==> config.mk <==
export PLATFORM = sky130hd
export DESIGN_NAME = ebb_back
export DESIGN_NICKNAME = d
export VERILOG_FILES = /design/src/hdl/ebb_pkg.sv /design/src/hdl/ebb_back.sv
export SDC_FILE = /design/constraint.sdc
export NUM_CORES = 1
export LEC_CHECK = 0
export BUFFER_PORTS_ARGS = -buffer_cell sky130_fd_sc_hd__buf_4
export CORE_MARGIN = 4
export CORE_UTILIZATION = 65
export DETAILED_ROUTE_END_ITERATION = 10
export PLACE_DENSITY = 0.83
export SYNTH_ARGS = -nofsm -noshare
export SYNTH_HDL_FRONTEND = slang
export SYNTH_SLANG_ARGS = --single-unit
export TNS_END_PERCENT = 100
==> constraint.sdc <==
create_clock -name clk -period 19.3 [get_ports clk]
set_clock_uncertainty 0.1 [all_clocks]
set_input_delay 1.93 -clock clk [delete_from_list [all_inputs] [get_ports clk]]
set_output_delay 1.93 -clock clk [all_outputs]
set_load 0.01 [all_outputs]
==> src/hdl/ebb_pkg.sv <==
// ----------------------------------------------------------------------------
// ebb_pkg - shared types and constants of the 3x3 box blur
// Register indexes, item codes, the front-to-back operation record, the
// front sequencer states and the reciprocal table used for the mean.
// ----------------------------------------------------------------------------
package ebb_pkg;

	localparam int PIX_W     = 8;
	localparam int CFG_W     = 11;
	localparam int CFG_IDX_W = 4;
	localparam int DIM_RESET = 1024;

	localparam logic [CFG_IDX_W-1:0] REG_WIDTH  = CFG_IDX_W'(0);
	localparam logic [CFG_IDX_W-1:0] REG_HEIGHT = CFG_IDX_W'(1);

	localparam logic KIND_PIXEL = 1'b0;
	localparam logic KIND_FLUSH = 1'b1;

	// operation queue
	localparam int QDEPTH = 4;
	localparam int QPTR_W = 2;
	localparam int QCNT_W = 3;

	// mean arithmetic: sum of up to 9 pixels, count 1..9
	localparam int SUM_W       = 12;
	localparam int CNT_W       = 4;
	localparam int NUM_W       = SUM_W + 1;
	localparam int RECIP_W     = 18;
	localparam int RECIP_SHIFT = 18;
	localparam int PROD_W      = NUM_W + RECIP_W;

	typedef enum logic [1:0] {
		FE_PIXELS,
		FE_PRIME,
		FE_FLUSH
	} fe_state_t;

	// One column of the window plus what the back does with it.
	typedef struct packed {
		logic             top_en;     // upper row lies inside the image
		logic             bottom_en;  // incoming row takes part
		logic             left_en;    // oldest window column takes part
		logic             right_en;   // this column takes part
		logic             first_en;   // first result is produced
		logic             second_en;  // second result (last column)
		logic             done;       // last pixel of the frame
		logic [PIX_W-1:0] upper;
		logic [PIX_W-1:0] middle;
		logic [PIX_W-1:0] pix;
	} op_t;

	// ceil(2^18 / (2*n)); exact quotient for numerators below 2^13
	function automatic logic [RECIP_W-1:0] recip(input logic [CNT_W-1:0] n);
		logic [RECIP_W-1:0] r;
		case (n)
			4'd1:    r = RECIP_W'(131072);
			4'd2:    r = RECIP_W'(65536);
			4'd3:    r = RECIP_W'(43691);
			4'd4:    r = RECIP_W'(32768);
			4'd5:    r = RECIP_W'(26215);
			4'd6:    r = RECIP_W'(21846);
			4'd7:    r = RECIP_W'(18725);
			4'd8:    r = RECIP_W'(16384);
			4'd9:    r = RECIP_W'(14564);
			default: r = '0;
		endcase
		return r;
	endfunction

endpackage

==> src/hdl/ebb_back.sv <==
// ----------------------------------------------------------------------------
// ebb_back - window, neighborhood sum and rounded mean
// Pops operations, produces zero to two results each, sums the in-image
// neighbors, divides by reciprocal multiply and holds the output register.
// ----------------------------------------------------------------------------
module ebb_back (
	input  logic                      clk,
	input  logic                      arst_n,
	input  ebb_pkg::op_t              head,
	input  logic                      head_valid,
	output logic                      pop,
	output logic                      out_valid,
	input  logic                      out_stall,
	output logic [ebb_pkg::PIX_W-1:0] blurred,
	output logic                      last_of_run,
	output logic                      frame_done
);

	logic [ebb_pkg::PIX_W-1:0] win_old_q [3];
	logic [ebb_pkg::PIX_W-1:0] win_cur_q [3];
	logic                      sub_q, sub_d;
	logic                      en;

	logic res_v, sel_left, sel_mid, sel_right, res_last, res_done;
	logic [ebb_pkg::SUM_W-1:0] sum_old, sum_cur, sum_new, res_sum;
	logic [ebb_pkg::CNT_W-1:0] n_rows, n_cols, res_cnt;

	logic                      s1_v, s1_last, s1_done;
	logic [ebb_pkg::SUM_W-1:0] s1_sum;
	logic [ebb_pkg::CNT_W-1:0] s1_cnt;

	logic [ebb_pkg::NUM_W-1:0]  num;
	logic [ebb_pkg::PROD_W-1:0] prod;

	logic                      out_v_q, last_q, done_q;
	logic [ebb_pkg::PIX_W-1:0] mean_q;

	function automatic logic [ebb_pkg::SUM_W-1:0] col_sum(
		input logic [ebb_pkg::PIX_W-1:0] t,
		input logic [ebb_pkg::PIX_W-1:0] m,
		input logic [ebb_pkg::PIX_W-1:0] b,
		input logic                      t_en,
		input logic                      b_en
	);
		logic [ebb_pkg::SUM_W-1:0] s;
		s = ebb_pkg::SUM_W'(t_en ? t : '0) + ebb_pkg::SUM_W'(m)
			+ ebb_pkg::SUM_W'(b_en ? b : '0);
		return s;
	endfunction

	assign en = !out_v_q || !out_stall;

	// result sequencing over the queue head
	always_comb begin
		res_v     = 1'b0;
		sel_left  = 1'b0;
		sel_mid   = 1'b0;
		sel_right = 1'b0;
		res_last  = 1'b0;
		res_done  = 1'b0;
		pop       = 1'b0;
		sub_d     = sub_q;
		if (en && head_valid) begin
			priority if (!sub_q && head.first_en) begin
				res_v     = 1'b1;
				sel_left  = head.left_en;
				sel_mid   = 1'b1;
				sel_right = head.right_en;
				res_last  = !head.second_en;
				res_done  = head.done;
				if (head.second_en) begin
					sub_d = 1'b1;
				end else begin
					pop = 1'b1;
				end
			end else begin
				if (head.second_en) begin
					res_v     = 1'b1;
					sel_mid   = head.first_en;
					sel_right = 1'b1;
					res_last  = 1'b1;
				end
				pop   = 1'b1;
				sub_d = 1'b0;
			end
		end
	end

	assign sum_old = col_sum(win_old_q[0], win_old_q[1], win_old_q[2],
		head.top_en, head.bottom_en);
	assign sum_cur = col_sum(win_cur_q[0], win_cur_q[1], win_cur_q[2],
		head.top_en, head.bottom_en);
	assign sum_new = col_sum(head.upper, head.middle, head.pix,
		head.top_en, head.bottom_en);

	assign res_sum = (sel_left ? sum_old : '0) + (sel_mid ? sum_cur : '0)
		+ (sel_right ? sum_new : '0);
	assign n_rows  = ebb_pkg::CNT_W'(1) + ebb_pkg::CNT_W'(head.top_en)
		+ ebb_pkg::CNT_W'(head.bottom_en);
	assign n_cols  = ebb_pkg::CNT_W'(sel_left) + ebb_pkg::CNT_W'(sel_mid)
		+ ebb_pkg::CNT_W'(sel_right);
	assign res_cnt = n_rows * n_cols;

	always_ff @(posedge clk or negedge arst_n) begin
		if (!arst_n) begin
			sub_q   <= 1'b0;
			s1_v    <= 1'b0;
			out_v_q <= 1'b0;
			for (int i = 0; i < 3; i++) begin
				win_old_q[i] <= '0;
				win_cur_q[i] <= '0;
			end
		end else begin
			sub_q <= sub_d;
			if (pop) begin
				win_old_q    <= win_cur_q;
				win_cur_q[0] <= head.upper;
				win_cur_q[1] <= head.middle;
				win_cur_q[2] <= head.pix;
			end
			if (en) begin
				s1_v    <= res_v;
				out_v_q <= s1_v;
			end
		end
	end

	// round half up: floor((2*sum + n) / (2*n))
	assign num  = {s1_sum, 1'b0} + ebb_pkg::NUM_W'(s1_cnt);
	assign prod = ebb_pkg::PROD_W'(num) * ebb_pkg::PROD_W'(ebb_pkg::recip(s1_cnt));

	always_ff @(posedge clk) begin
		if (en) begin
			s1_sum  <= res_sum;
			s1_cnt  <= res_cnt;
			s1_last <= res_last;
			s1_done <= res_done;
			mean_q  <= prod[ebb_pkg::RECIP_SHIFT +: ebb_pkg::PIX_W];
			last_q  <= s1_last;
			done_q  <= s1_done;
		end
	end

	assign out_valid   = out_v_q;
	assign blurred     = mean_q;
	assign last_of_run = last_q;
	assign frame_done  = done_q;

	a_second_held: assert property (@(posedge clk) disable iff (!arst_n)
		sub_q |-> (head_valid && head.second_en))
		else $error("second result pending without a two-result op at the head");

	a_count_range: assert property (@(posedge clk) disable iff (!arst_n)
		s1_v |-> (s1_cnt != '0 && s1_cnt <= ebb_pkg::CNT_W'(9)))
		else $error("neighbor count out of 1..9");

	a_done_is_last: assert property (@(posedge clk) disable iff (!arst_n)
		(res_v && res_done) |-> (res_last && pop))
		else $error("frame end result is not the last of its op");

endmodule

* Yosys cells after proc, flatten, opt, wreduce, memory -nomap -nowiden
Memory sizes are Yosys's and may differ from the RTL's. A register that Yosys moved wholly into a read port is not among the register bits.
Index checks and enable logic that the tools add are counted.
** Word-level totals
- Memory bits (read-only) :: 288
- Bits in latches :: 0
- Output and inout port bits :: 12
- Memory bits (writable) :: 0
- Word-level logic and storage cells :: 68
- Bits of input ports :: 35
- Memories kept :: 1
- Flip-flop bits (word level) :: 79
** Memory list
- (name not given) :: words 16, width 18, rd ports 1, clocked after memory_dff 1, write ports 0, line ebb_pkg.sv:55 : case (n)
** Cells by class
- $mul :: 2
- Reduce and logical (&&, ||, !) cells :: 9
- Shift operators :: 0
- Mux-type cells :: 26
- Add/sub/neg operators :: 13
- Div/mod/pow operators :: 0
- Bitwise operators :: 0
- Magnitude comparators :: 0
- Equal/unequal tests :: 1
** Operator list (count)
- 8-bit two-way mux :: 6
- 9-bit by 8-bit adder with 10-bit output :: 3
- 10-bit two-way mux :: 3
- 8-bit by 8-bit adder with 9-bit output :: 3
- 13-bit by 18-bit multiplier with 26-bit output :: 1
- 1-bit two-way mux :: 16
- 13-bit by 4-bit adder with 13-bit output :: 1
- 11-bit by 10-bit adder with 12-bit output :: 1
- 10-bit by 10-bit adder with 11-bit output :: 1
- 2-bit by 1-bit adder with 3-bit output :: 2
- 1-bit zero test :: 4
- 3-bit by 3-bit multiplier with 4-bit output :: 1
- 4-bit two-way mux :: 1
- 2-bit AND reduction :: 2
- 1-bit by 1-bit adder with 2-bit output :: 1
- 1-bit by 1-bit adder with 2-bit output, first input constant :: 1
- 1-bit logical AND :: 2
- 2-bit != test, second input constant :: 1
- 1-bit logical OR :: 1

* Logic depth before layout (Yosys ltp)
- Word-level depth :: 8
- Mapped depth :: 26
- Depth with buffers taken out :: 25

* Worst setup path before layout
OpenSTA, ideal clock, no wires.
- Path type :: reg2reg
- Start point :: register s1_cnt[1] in the netlist's numbering
- End point :: register mean_q (netlist bit blurred[7]) (data pin)
- Setup time :: 260 ps
- Slack :: 12871 ps
- Data required time :: 18940 ps
- Stages on the path, launching flop included :: 25
- Path buffers :: 1
- Clock period less this slack :: 6429 ps
- Arrival time :: 6069 ps
- Path through :: edfxtp_1 -> ha_1 -> fa_1 -> a21oi_2 -> nor2b_1 -> xor2_1 -> clkbuf_1 -> nand2_1 -> fa_1 -> fa_1 -> fa_1 -> inv_1 -> fa_1 -> inv_1 -> fa_1 -> inv_1 -> ha_1 -> nand4_1 -> o21ai_0 -> a311oi_2 -> a211oi_1 -> nor2_1 -> nand2_1 -> a31oi_1 -> xnor2_1
** Between the ends
- Cells in the longest elaborated chain, start to end :: 2
** RTL lines
- from (decl) :: line ebb_back.sv:30 : logic [ebb_pkg::CNT_W-1:0] s1_cnt;
- from (signal assigned) :: line ebb_back.sv:135 : s1_cnt <= res_cnt;
- 13-bit by 4-bit adder with 13-bit output :: line ebb_back.sv:129 : assign num = {s1_sum, 1'b0} + ebb_pkg::NUM_W'(s1_cnt);
- 13-bit by 18-bit multiplier with 26-bit output :: line ebb_back.sv:130 : assign prod = ebb_pkg::PROD_W'(num) * ebb_pkg::PROD_W'(ebb_pkg::recip(s1_cnt));
- net prod (one bit) :: line ebb_back.sv:33 : logic [ebb_pkg::PROD_W-1:0] prod;
- to (signal assigned) :: line ebb_back.sv:138 : mean_q <= prod[ebb_pkg::RECIP_SHIFT +: ebb_pkg::PIX_W];
- to (decl) :: line ebb_back.sv:36 : logic [ebb_pkg::PIX_W-1:0] mean_q;
The timed path passes the listed nets, and every way through them passes these cells.
A chain may end at the register's enable or synchronous reset.

* Final worst setup path
Ends and elaborated chain as after synthesis.

==> results.txt <==
status: finished clean
largest net degree at the start of global routing: 52
PnR worst setup slack: 12.21 ns
Commonest cells post-synth: inv_1 (243), fa_1 (207), nand2_1 (199), and2_1 (137), ha_1 (95)
WHS Endpoint: frame_done$_DFFE_PN_
WP data arrival: 7.10 ns
htree depth: 3
Internal Power: 0.0006517 W
measured slew at the worst slew-check pin: 1.124 ns
later-pin clock latency in the skew report: 0.36 ns
worst hold stages: 0
Slew HR: 0.2503
post-CTS setup buffer count: 0
initial antenna violation count: 0
Clock Sinks: 97
Leakage: 6.650 nW
layout net count: 1634
switching part of the total power: 0.4459
Post-Route WL: 24940 µm
first-pass GRT wire length: 44240 µm
Final Cycle Share: 0.3676
worst hold path class: reg -> reg
Cell Area, Synth: 12480 µm²
critical path's largest stage delay: 0.70 ns
Post-CTS Resized: 0
Top-Level Pins: 47
RSZ-0062 raised after global routing: false
Worst Setup End Kind: register
Logic pwr share: 0.558
fin crit period: 7.094 ns
DIE AREA: 21470 µm²
num rows: 50
GR Overflow Total: 0
Clock Pin Slew Worst Setup and Hold Paths: 0.08 ns
fmax: 141.0 MHz
Synth cell types: 52
FFs w/ async S/R, synth: 0.5258
R2R depth: 23
Worst path depth: 23
die span in y: 146.5 µm
via-per-instance ratio: 5.529
Final Max Tran Viols: 0
CP Cell Sequence: ha_1 -> fa_1 -> a21oi_2 -> nor3b_2 -> xor2_2 -> nand2_1 -> fa_1 -> inv_1 -> fa_1 -> fa_1 -> fa_1 -> inv_1 -> fa_1 -> inv_1 -> ha_1 -> nand4_1 -> o21ai_0 -> a311oi_2 -> a211oi_1 -> nor2_1 -> nand2_1 -> a31oi_1 -> xnor2_1
clock share of power: 0.154
worst hold margin: 0.3336 ns
final hold viol count: 0
crit-path max FO: 17
total power: 0.001176 W
CP required: 19.31 ns
Sw Pwr: 0.0005244 W
DRC violations left: 0
#FFs+latches synth: 97
hold buffer count at CTS: 0
# port buffers: 46
Post-synth EDFFs: 28
syn_nets: 1614
register-to-register setup slack: 12.21 ns
Yosys top cell area share: 0.3322
via count: 8493
Avg Cell Area, Syn: 9.770 µm²
Ant. Diodes: 0
Layout area overhead: 6.659%
layout cells sized above 1: 0.1052
root buf cell: clkbuf_16
Initial Utilization: 0.6647
Max rail drop VDD: 0.00006654 V
kind of cell adding the most delay to the critical path: adder cells
DRT antenna net count: 0
gr usage total: 0.2528
wire length per cell: 16.24 µm
Worst setup SP type: register
CP Class: reg -> reg
Finish-stage setup viols: 0
Yosys top cell by area: fa_1
Core Area: 18770 µm²
CTS Buf Count: 9
vias in the first global route: 9273
GP Congestion: 0.9039
reg2reg start: s1_cnt[1]$_DFFE_PN_
Pre-antenna DRT Iters: 5
main flop type after synthesis: dfrtp_1
TritonCTS clock tree: yes
WP buf/inv: 3
DP Wirelength: 19530 µm
power per cell area: 88.38 nW/µm²
Syn Inst Count: 1277
die width: 146.5 µm
Setup TNS Final: 0 ns
RR Endpoint: blurred[7]$_DFFE_PN_
sequential share of the synthesized area: 0.1986
largest cells by area after synthesis: fa_1 (33%), dfrtp_1 (10%), ha_1 (9.5%)
yosys synthesis warning count: 0
most frequent CP cell: fa_1
Hold Path Origin: s1_done$_SDFFCE_PN0N_
critical path's slowest cell: xor2_2
iteration-0 DRC count of the detailed router: 428
dpl ws: 12.30 ns
end-of-flow core utilization: 0.7090
Flop pwr share: 0.288
Max-cap violations: 0
top-count cell post-synth: inv_1
buffers from clock root to sink, at most: 2
## cell families after synthesis
group,synth area share
buffers and inverters,0.08785
AND/OR/NAND/NOR,0.1623
XOR/XNOR,0.03601
adder cells (fa/ha/maj),0.4274
multiplexers,0.04573
AO/OA/AOI/OAI,0.04212
flip-flops,0.1986
## placed cells by master, fill, tap and decap left out, types with 3 or more instances in the layout
| cell | Yosys | final |
|---|---|---|
| dfxtp_1 | 18 | 18 |
| a31oi_1 | 3 | 3 |
| fa_1 | 207 | 207 |
| edfxtp_1 | 28 | 28 |
| ha_1 | 95 | 95 |
| clkinv_4 | 0 | 3 |
| mux2_2 | 48 | 48 |
| mux2i_1 | 3 | 3 |
| o21ai_0 | 12 | 12 |
| nor2_1 | 31 | 30 |
| a21boi_0 | 5 | 5 |
| nand2b_1 | 4 | 4 |
| nor3_1 | 5 | 5 |
| xor2_2 | 4 | 4 |
| o21bai_1 | 9 | 9 |
| nand2_1 | 199 | 199 |
| and3_1 | 8 | 8 |
| a211oi_1 | 3 | 3 |
| dfrtp_1 | 51 | 51 |
| nor2b_1 | 5 | 5 |
| xor2_1 | 14 | 14 |
| a21o_1 | 4 | 4 |
| nand4_1 | 3 | 3 |
| nand3_1 | 5 | 5 |
| and2_1 | 137 | 137 |
| o211a_1 | 3 | 3 |
| clkbuf_16 | 0 | 9 |
| xnor2_1 | 28 | 28 |
| a21oi_2 | 3 | 3 |
| o21a_1 | 3 | 3 |
| inv_1 | 243 | 243 |
| buf_4 | 0 | 55 |
| a21oi_1 | 26 | 26 |
## routing by layer
metal	track usage	routed length, µm	vias up
met5	0	0	-
met4	0.08325	755	0
met3	0.02483	1010	51
met2	0.4554	12940	217
met1	0.3223	10240	4309
li1	-	-	3916
## layout make-up
cell class              instances  area, µm²
clock buffers                   9      225.2
clock inverters                 7      72.57
fillers                      1363       5461
inverters                     244      915.9
multi-input cells             890       8910
flip-flops and latches         97       2477
well taps                     234      292.8
repair buffers                 55      412.9
## power groups by stage
stage / Sequential [W] / Clock, W / Combinational, W
floorplan: 0.000320 / 0 / 0.000493
global placement: 0.000338 / 0 / 0.000622
detailed placement: 0.000342 / 0 / 0.000651
CTS: 0.000339 / 0.000185 / 0.000659
global route: 0.000349 / 0.000193 / 0.000751
finish: 0.000339 / 0.000181 / 0.000656
## per-stage QoR
step / cell area [µm²] / std cells
after global routing: 13310 / 1536
final: 13310 / 1536
after global placement: 13010 / 1520
after floorplan: 12480 / 1277
after detailed placement: 13010 / 1520
after CTS: 13310 / 1536
## worst max path at each step
stage | start | end | slack (ns)
floorplan | s1_cnt[1]$_DFFE_PN_ | blurred[7]$_DFFE_PN_ | 12.87
global placement | s1_cnt[1]$_DFFE_PN_ | blurred[7]$_DFFE_PN_ | 12.49
detailed placement | s1_cnt[1]$_DFFE_PN_ | blurred[7]$_DFFE_PN_ | 12.30
CTS | s1_sum[0]$_DFFE_PN_ | blurred[7]$_DFFE_PN_ | 12.30
global route | s1_cnt[1]$_DFFE_PN_ | blurred[7]$_DFFE_PN_ | 11.83
finish | s1_cnt[1]$_DFFE_PN_ | blurred[7]$_DFFE_PN_ | 12.21
Note: power is estimated with default switching activity, not from simulation.
