--- src/hdl/ebb_pkg.sv ---
// ----------------------------------------------------------------------------
// ebb_pkg - shared types and constants of the 3x3 box blur
// Register indexes, item codes, the front-to-back operation record, the
// front sequencer states and the reciprocal table used for the mean.
// ----------------------------------------------------------------------------
package ebb_pkg;

	localparam int PIX_W     = 8;
	localparam int CFG_W     = 11;
	localparam int CFG_IDX_W = 4;
	localparam int DIM_RESET = 1024;

	localparam logic [CFG_IDX_W-1:0] REG_WIDTH  = CFG_IDX_W'(0);
	localparam logic [CFG_IDX_W-1:0] REG_HEIGHT = CFG_IDX_W'(1);

	localparam logic KIND_PIXEL = 1'b0;
	localparam logic KIND_FLUSH = 1'b1;

	// operation queue
	localparam int QDEPTH = 4;
	localparam int QPTR_W = 2;
	localparam int QCNT_W = 3;

	// mean arithmetic: sum of up to 9 pixels, count 1..9
	localparam int SUM_W       = 12;
	localparam int CNT_W       = 4;
	localparam int NUM_W       = SUM_W + 1;
	localparam int RECIP_W     = 18;
	localparam int RECIP_SHIFT = 18;
	localparam int PROD_W      = NUM_W + RECIP_W;

	typedef enum logic [1:0] {
		FE_PIXELS,
		FE_PRIME,
		FE_FLUSH
	} fe_state_t;

	// One column of the window plus what the back does with it.
	typedef struct packed {
		logic             top_en;     // upper row lies inside the image
		logic             bottom_en;  // incoming row takes part
		logic             left_en;    // oldest window column takes part
		logic             right_en;   // this column takes part
		logic             first_en;   // first result is produced
		logic             second_en;  // second result (last column)
		logic             done;       // last pixel of the frame
		logic [PIX_W-1:0] upper;
		logic [PIX_W-1:0] middle;
		logic [PIX_W-1:0] pix;
	} op_t;

	// ceil(2^18 / (2*n)); exact quotient for numerators below 2^13
	function automatic logic [RECIP_W-1:0] recip(input logic [CNT_W-1:0] n);
		logic [RECIP_W-1:0] r;
		case (n)
			4'd1:    r = RECIP_W'(131072);
			4'd2:    r = RECIP_W'(65536);
			4'd3:    r = RECIP_W'(43691);
			4'd4:    r = RECIP_W'(32768);
			4'd5:    r = RECIP_W'(26215);
			4'd6:    r = RECIP_W'(21846);
			4'd7:    r = RECIP_W'(18725);
			4'd8:    r = RECIP_W'(16384);
			4'd9:    r = RECIP_W'(14564);
			default: r = '0;
		endcase
		return r;
	endfunction

endpackage

--- src/hdl/ebb_queue.sv ---
// ----------------------------------------------------------------------------
// ebb_queue - operation queue between front and back
// Small register FIFO; the front reserves room before it issues a read.
// ----------------------------------------------------------------------------
module ebb_queue (
	input  logic                      clk,
	input  logic                      arst_n,
	input  logic                      push,
	input  ebb_pkg::op_t              push_op,
	input  logic                      pop,
	output ebb_pkg::op_t              head,
	output logic                      head_valid,
	output logic [ebb_pkg::QCNT_W-1:0] count
);

	ebb_pkg::op_t                 mem_q [ebb_pkg::QDEPTH];
	logic [ebb_pkg::QPTR_W-1:0]   wr_ptr_q;
	logic [ebb_pkg::QPTR_W-1:0]   rd_ptr_q;
	logic [ebb_pkg::QCNT_W-1:0]   count_q;

	always_ff @(posedge clk) begin
		if (push) begin
			mem_q[wr_ptr_q] <= push_op;
		end
	end

	always_ff @(posedge clk or negedge arst_n) begin
		if (!arst_n) begin
			wr_ptr_q <= '0;
			rd_ptr_q <= '0;
			count_q  <= '0;
		end else begin
			if (push) begin
				wr_ptr_q <= wr_ptr_q + ebb_pkg::QPTR_W'(1);
			end
			if (pop) begin
				rd_ptr_q <= rd_ptr_q + ebb_pkg::QPTR_W'(1);
			end
			unique case ({push, pop})
				2'b10:   count_q <= count_q + ebb_pkg::QCNT_W'(1);
				2'b01:   count_q <= count_q - ebb_pkg::QCNT_W'(1);
				default: count_q <= count_q;
			endcase
		end
	end

	assign head       = mem_q[rd_ptr_q];
	assign head_valid = (count_q != '0);
	assign count      = count_q;

	a_no_overflow: assert property (@(posedge clk) disable iff (!arst_n)
		push |-> (count_q < ebb_pkg::QCNT_W'(ebb_pkg::QDEPTH) || pop))
		else $error("operation queue overflow");

	a_no_underflow: assert property (@(posedge clk) disable iff (!arst_n)
		pop |-> (count_q != '0))
		else $error("operation queue underflow");

endmodule

--- config.mk ---
export PLATFORM = sky130hd
export DESIGN_NAME = ebb_queue
export DESIGN_NICKNAME = d
export VERILOG_FILES = /design/src/hdl/ebb_pkg.sv /design/src/hdl/ebb_queue.sv
export SDC_FILE = /design/constraint.sdc
export NUM_CORES = 1
export LEC_CHECK = 0
export ABC_CLOCK_PERIOD_IN_PS = 2410
export BUFFER_PORTS_ARGS = -buffer_cell sky130_fd_sc_hd__buf_2
export CAP_MARGIN = 10
export CORE_ASPECT_RATIO = 0.6
export CORE_UTILIZATION = 25
export CTS_CLUSTER_DIAMETER = 60
export DETAILED_ROUTE_END_ITERATION = 8
export GPL_ROUTABILITY_DRIVEN = 0
export SKIP_CTS_REPAIR_TIMING = 1
export SYNTH_ARGS = -nofsm -noshare
export SYNTH_HDL_FRONTEND = slang
export SYNTH_SLANG_ARGS = --single-unit
--- constraint.sdc ---
create_clock -name clk -period 2.41 [get_ports clk]
set_clock_uncertainty 0.1 [all_clocks]
set_input_delay 0.482 -clock clk [delete_from_list [all_inputs] [get_ports clk]]
set_output_delay 0.482 -clock clk [all_outputs]
set_load 0.005 [all_outputs]
# Word-level counts from Yosys, hierarchy flattened
# Memories as Yosys holds them, arrays and structs flattened.
# Cells that the tools add are included.
[op_classes] addsub=4 eq_ne=2 n_mux=3 reduce_logical=2
[op_table] op="3-bit case mux with 2 select lines" n=1
[op_table] op="2-bit by 1-bit adder with 2-bit output (second input constant)" n=2
[op_table] op="3-bit by 1-bit adder with 3-bit output (second input constant)" n=1
[op_table] op="3-bit nonzero test" n=1
[op_table] op="3-bit by 1-bit subtractor with 3-bit output (second input constant)" n=1
[op_table] op="2-bit by 1-bit equality test with 1-bit output (second input constant)" n=1
[op_table] op="2-bit equality test (second input constant)" n=1
[op_table] op="1-bit two-way mux" n=2
[op_table] op="2-bit nonzero test" n=1
[totals] regBits=7 mem_bits_rw=124 input_bits=35 n_memories=1
[mem_list] memory="mem_q" depth=4 width=31 rd=1 rd_ports_with_merged_regs=0 wr=1 line="ebb_queue.sv:16" rtl="ebb_pkg::op_t mem_q [ebb_pkg::QDEPTH];"

# Depth between registers and ports, before layout
# Gate-level depths: netlist (run 1).
[depth] word_depth=2 depth_mapped=6

# Worst setup path after synthesis (run 1)
# No wires, ideal clock.
[synth_timing] path_kind="register -> register" from="register wr_ptr_q[0] (netlist bit)" to="memory mem_q[0][0] (netlist bit), enable pin" setup_time_ns=0.391 arrival_time_ns=1.388 required_time_ns=1.919 path_slack_ns=0.531 path_stages_with_launch=4 path_buffers=0 period_less_slack_ns=1.879 cell_sequence="dfrtp_1 inv_1 ha_1 and2_1"
[synth_rtl] element="from (decl)" line="ebb_queue.sv:17" rtl="logic [ebb_pkg::QPTR_W-1:0] wr_ptr_q;"
[synth_rtl] element="from (signal assigned)" line="ebb_queue.sv:34" rtl="wr_ptr_q <= wr_ptr_q + ebb_pkg::QPTR_W'(1);"
[synth_rtl] element="to (decl)" line="ebb_queue.sv:16"
# No word-level cell before the write port.

==> results of run 1 <==
worst reg2reg max path, cell delays in order (launching register included):
cell	delay (ns)
dfrtp_1	0.40
inv_1	0.10
ha_1	0.14
and2_2	0.37
buf_4	0.32
worst min-delay path by stage:
stage	startpoint	end	slack (ns)
floorplan	arst_n	count[0]	0.09
global placement	arst_n	count[2]	0.23
detailed placement	arst_n	count[2]	0.23
CTS	arst_n	rd_ptr_q[1]	-0.20
global route	push_op[8]	mem_q[2][8]	0.17
finish	push_op[8]	mem_q[0][8]	0.19
sequential cells by signal (all words and copies together) (netlist names):
signal / count
rd_ptr_q: 2
wr_ptr_q: 2
mem_q: 124
count: 3
cell families after synthesis:
group | count (synthesis)
adders and majority gates | 6
xor gates and xnor gates | 6
and+or+nand+nor | 8
buffers and inverters | 10
muxes | 32
AOI/OAI and AO/OA | 1
DFF | 131
per-layer routing:
metal	track usage	part of all wire	wire length, um	up-vias
li1	-	-	-	1013
met1	0.117	0.45	4120	1159
met2	0.150	0.48	4310	67
met3	0.0422	0.057	517	14
met4	0.0403	0.013	117	2
met5	0	0.0014	13	-
metrics by stage:
stage	setup TNS (ns)	util	setup WS [ns]	cell area [um2]
finish	0	0.327	0.101	6250
global route	0	0.327	0.0204	6250
CTS	-0.0377	0.322	-0.0326	6160
detailed placement	0	0.294	0.417	5620
global placement	0	0.294	0.428	5620
floorplan	0	-	0.531	4900
power by group through the flow:
stage / logic, uW / clock network [uW] / registers (uW)
3_5_place_dp: 2020 / 0 / 3170
2_1_floorplan: 1270 / 0 / 3140
6_report: 2090 / 2310 / 3130
5_1_grt: 2290 / 2470 / 3170
3_3_place_gp: 2000 / 0 / 3150
4_1_cts: 2020 / 2380 / 3130
area by class of cell:
class | count | area, um2
timing repair buffer | 88 | 561
multi-input combinational | 53 | 908
sequential | 131 | 3900
tap | 266 | 333
clock inverter | 5 | 27.5
fill | 1856 | 12900
inverter | 3 | 11.3
clock buffer | 27 | 513
layout by cell type (no fill, tap or decap), types with 4 or more instances in the layout:
cell type  synthesis  layout
and2_2             0       4
clkbuf_1           0       5
clkinv_2           0       4
ha_1               5       5
buf_12             3       5
buf_2              3      69
mux4_2            28      28
clkbuf_16          0      17
edfxtp_1         124     124
buf_4              0      12
clkbuf_8           0       5
dfrtp_1            7       5
==> impl_results.md, run 1 <==
* Final worst path period need at 2.31 ns
* FF-to-FF path depth at 4
* WP data required at 1.83 ns
* Seq pwr share at 0.415
* Fin. Hold Viols at 0
* Top cell type's share of synthesized area at 0.760
* Clock sinks at 131
* Count leader, synth: edfxtp_1
* DP HPWL at 5570 um
* CP Depth at 4
* Sw frac at 0.262
* Max clock buf depth at 2
* 1st-iter DRT viols at 74
* Worst Setup EP: head[13]
* Port-buffer cells at 69
* Die Wd at 183 um
* Max stage delay cell, worst path: mux4_2
* Min-Delay Path Class: primary input to flip-flop
* Power per cell area at 1200 mW/mm2
* Leading post-synthesis cells by cell area: edfxtp_1 (76%), mux4_2 (13%), dfrtp_1 (3.6%), mux4_1 (1.6%), ha_1 (1.3%)
* Cell type with the largest total area after synthesis: edfxtp_1
* Worst Hold Margin at 0.188 ns
* MaxCap Viol Count at 0
* Post-synthesis mux area share at 0.147
* CP cell instances: buf_12, buf_12, mux4_2, buf_2
* P_sw at 1970 uW
* P_leak at 0.00219 uW
* Synth Area per Inst at 25.3 um2
* Depth of the worst hold-timing path at 1
* CTS Buf Count at 17
* Initial Util at 0.256
* Number of global-route vias before repair at 2,424
* Drt pass-1 iters at 4
* Top_reg_cell synth: edfxtp_1
* Gr ovfl total at 0
* Critical path buffers and inverters at 3
* Worst R2R Start: wr_ptr_q[1]
* Yosys warning total at 0
* Crit path max fanout at 12
* Layout cells sized above 1 at 0.485
* Setup repair after global routing missed its margin: false
* Cell family with most CP delay: multiplexers
* Final setup fails at 0
* DIE HEIGHT at 110 um
* Skew-Pair Late Insertion Delay at 0.41 ns
* Async set-reset flop share out of synthesis at 0.0534
* CP dominant cell by count: buf_12
* Max VDD drop at 414 uV
* Worst stage delay on the critical path at 0.49 ns
* Largest net degree at the start of global routing at 22
* CTS clk-pin slew, worst paths at 0.05 ns
* WL/cell at 15.8 um
* Power Total at 7530 uW
* FMAX at 433 MHz
* Largest family of logic cells by synthesized area: multiplexers
* Crit Path Category: flip-flop to output port
* Clock power share at 0.307
* Cell Area, Synth at 0.00490 mm2
* Adder-Cell Fraction of Synth Area at 0.0169
* Antenna violations before repair at 1
* DRT antenna net count at 0
* Xor and xnor area share after synthesis at 0.0107
* CTS root buf: clkbuf_16
* Outcome: finished, final reports clean
* Area delta synth->final at 27.7%
* H-tree depth at 4
* # nets final at 335
* Tot GR Track Use at 0.0968
* Post-synthesis compound-gate area fraction at 0.00102
* Top-level I/O count at 70
* # rows at 39
* First-pass GRT wire length at 13,800 um
* Max_slew headroom at 0.702
* # DRC at 0
* Critical path launch point: rd_ptr_q[0]
* Kind of end point of the critical path: output port
* #FFs+latches synth at 131
* Ant diodes at 0
* Sequential cell area fraction in the yosys report at 0.796
* Avg Vias per Cell at 3.94
* Post-synthesis simple-gate area fraction at 0.00868
* Routed via count at 2,255
* Worst R2R End: mem_q[1][19]
* Routed wire length at 9080 um
* Inst Count DP at 531
* Max-slew violations at 0
* Core footprint at 0.0191 mm2
* Critical Path AT at 1.73 ns
* Reg-to-reg setup timing slack at 0.66 ns
* Die area at 0.0202 mm2
* Cells after Synth at 194
* Tcrit/Tclk final at 0.958
* Post-synth top cells: edfxtp_1 (124), mux4_2 (28), dfrtp_1 (7)
* Slew @ Worst Pin at 0.447 ns
* Cell variety after synth at 18
* Comb power frac at 0.278
* Fin cells at 573
* TritonCTS clock tree: built
* Internal Power at 5560 uW
* Post-Syn Nets at 235
* Nature of the critical path startpoint: flip-flop
* Number of flops mapped to enable cells by yosys at 124
Note: power is estimated with default switching activity, not from simulation.
==> inputs of run 2 (changes only) <==
--- a/config.mk
+++ b/config.mk
@@ -7,3 +7,3 @@
 export LEC_CHECK = 0
-export ABC_CLOCK_PERIOD_IN_PS = 2410
+export ABC_CLOCK_PERIOD_IN_PS = 2800
 export BUFFER_PORTS_ARGS = -buffer_cell sky130_fd_sc_hd__buf_2
==> constraint.sdc (replaced) <==
create_clock -name clk -period 2.8 [get_ports clk]
set_clock_uncertainty 0.1 [all_clocks]
set_input_delay 0.42 -clock clk [delete_from_list [all_inputs] [get_ports clk]]
set_output_delay 0.42 -clock clk [all_outputs]
set_load 0.005 [all_outputs]
==> impl_results.md, run 2 (same netlist as run 1, synthesis figures left out) <==
* Routed wire length at 8700 um (was 9080 um)
* First-pass GRT wire length at 13,300 um (was 13,800 um)
* Number of global-route vias before repair at 2,319 (was 2,424)
* Crit Path Category: flip-flop to output port (unchanged)
* Core footprint at 0.0191 mm2 (unchanged)
* Worst R2R Start: wr_ptr_q[0] (was wr_ptr_q[1])
* Fin. Hold Viols at 0 (unchanged)
* Power per cell area at 1030 mW/mm2 (was 1200 mW/mm2)
* Tcrit/Tclk final at 0.859
* Kind of end point of the critical path: output port (unchanged)
* CTS Buf Count at 17 (unchanged)
* WL/cell at 15.6 um (was 15.8 um)
* Port-buffer cells at 69 (unchanged)
* CTS clk-pin slew, worst paths at 0.05 ns (about the same)
* DP HPWL at 5180 um (was 5570 um)
* Largest net degree at the start of global routing at 32 (was 22)
* Max-slew violations at 0 (unchanged)
* Min-Delay Path Class: primary input to flip-flop (unchanged)
* Depth of the worst hold-timing path at 1 (unchanged)
* FMAX at 416 MHz
* Worst R2R End: mem_q[2][19] (was mem_q[1][19])
* P_leak at 0.00210 uW (was 0.00219 uW)
* Final worst path period need at 2.40 ns
* CTS root buf: clkbuf_16 (unchanged)
* CP cell instances: buf_4, mux4_1, buf_2 (was buf_12, buf_12, mux4_2, buf_2)
* Gr ovfl total at 0 (unchanged)
* Critical path buffers and inverters at 2 (was 3)
* FF-to-FF path depth at 4 (unchanged)
* Ant diodes at 0 (unchanged)
* Fill cells at 1,858 (was 1,856)
* Number of flip-flops under the largest register name at 124 (unchanged)
* Antenna violations before repair at 0 (was 1)
* Critical path launch point: rd_ptr_q[0] (unchanged)
* Design Area, Final at 0.00609 mm2 (was 0.00625 mm2)
* Most frequent cells in the layout: edfxtp_1 (124), buf_2 (69), mux4_2 (28) (unchanged)
* # DRC at 0 (unchanged)
* Cell family with most CP delay: multiplexers (unchanged)
* Tot GR Track Use at 0.0940 (was 0.0968)
* DIE HEIGHT at 110 um (unchanged)
* Setup tns final at 0 ns (unchanged)
* Reg-to-reg setup timing slack at 1.10 ns (was 0.66 ns)
* DRT antenna net count at 0 (unchanged)
* # nets final at 324 (was 335)
* Skew-Pair Late Insertion Delay at 0.41 ns (about the same)
* # rows at 39 (unchanged)
* Min-delay src: push_op[20] (was push_op[8])
* Critical Path AT at 1.88 ns (was 1.73 ns)
* Routed via count at 2,206 (was 2,255)
* Area delta synth->final at 24.3% (was 27.7%)
* Max stage delay cell, worst path: mux4_1 (was mux4_2)
* TritonCTS clock tree: built (unchanged)
* Most common cell after layout, fill and taps aside: edfxtp_1 (unchanged)
* Layout cells sized above 1 at 0.454 (was 0.485)
* Max VDD drop at 352 uV (was 414 uV)
* WP data required at 2.28 ns (was 1.83 ns)
* H-tree depth at 4 (unchanged)
* Most flops, register: mem_q (unchanged)
* Final setup fails at 0 (unchanged)
* Setup repair after global routing missed its margin: false (unchanged)
* Placed cell areas at 0.00558 mm2 (was 0.00562 mm2)
* Initial Util at 0.256 (unchanged)
* Max_slew headroom at 0.645 (was 0.702)
* Worst stage delay on the critical path at 0.62 ns (was 0.49 ns)
* Top-level I/O count at 70 (unchanged)
* Nature of the critical path startpoint: flip-flop (unchanged)
* 1st-iter DRT viols at 84 (was 74)
* MaxCap Viol Count at 0 (unchanged)
* Post-layout util at 0.318 (was 0.327)
* Die Wd at 183 um (unchanged)
* Die area at 0.0202 mm2 (unchanged)
* Max clock buf depth at 2 (unchanged)
* Outcome: finished, final reports clean (unchanged)
* Avg Vias per Cell at 3.95 (was 3.94)
* Hold EP: mem_q[1][20] (was mem_q[0][8])
* Slew @ Worst Pin at 0.532 ns (was 0.447 ns)
* Crit path max fanout at 18 (was 12)
* Clock sinks at 131 (unchanged)
* Drt pass-1 iters at 4 (unchanged)
run 2: cell types whose count changed in the layout (fill, tap and decap cells not counted), sizes merged:
cell,change
buf,-11
clkbuf,-7
bufinv,+1
clkinv,+3
run 2: area by class of cell:
type / instances / area (um2) / share of cell area
clock inverter: 9 / 67.6 / 0.0111
inverter: 3 / 11.3 / 0.00185
sequential: 131 / 3900 / 0.641
tap: 266 / 333 / 0.0546
clock buffer: 20 / 437 / 0.0717
multi-input combinational: 53 / 908 / 0.149
timing repair buffer: 77 / 433 / 0.0711
run 2: metrics by stage:
step | instances | hold slack, ns | setup WS, ns | power [uW]
final | 559 | 0.126 | 0.396 | 6240
after global routing | 559 | 0.106 | 0.265 | 6570
after CTS | 558 | -0.279 | 0.324 | 6370
after detailed placement | 529 | 0.174 | 0.784 | 4420
after global placement | 529 | 0.169 | 0.784 | 4370
after floorplan | 194 | 0.0244 | 0.921 | 3800
run 2: where the power goes:
part	switching, uW	internal [uW]
registers	145	2580
logic	782	824
clock network	732	1180
run 2: routing by layer:
metal	GRT usage	wire length, um
met4	0.0454	144
met1	0.117	4120
met3	0.0396	396
met5	0	0
met2	0.140	4040
run 2: worst max-delay path by stage:
| stage | end | slack [ns] | depth (start not counted) |
|---|---|---|---|
| floorplan | mem_q[0][0] | 0.92 | 3 |
| global placement | head[0] | 0.78 | 3 |
| detailed placement | head[0] | 0.78 | 3 |
| CTS | head[0] | 0.32 | 3 |
| global route | head[1] | 0.27 | 3 |
| finish | head[0] | 0.40 | 3 |
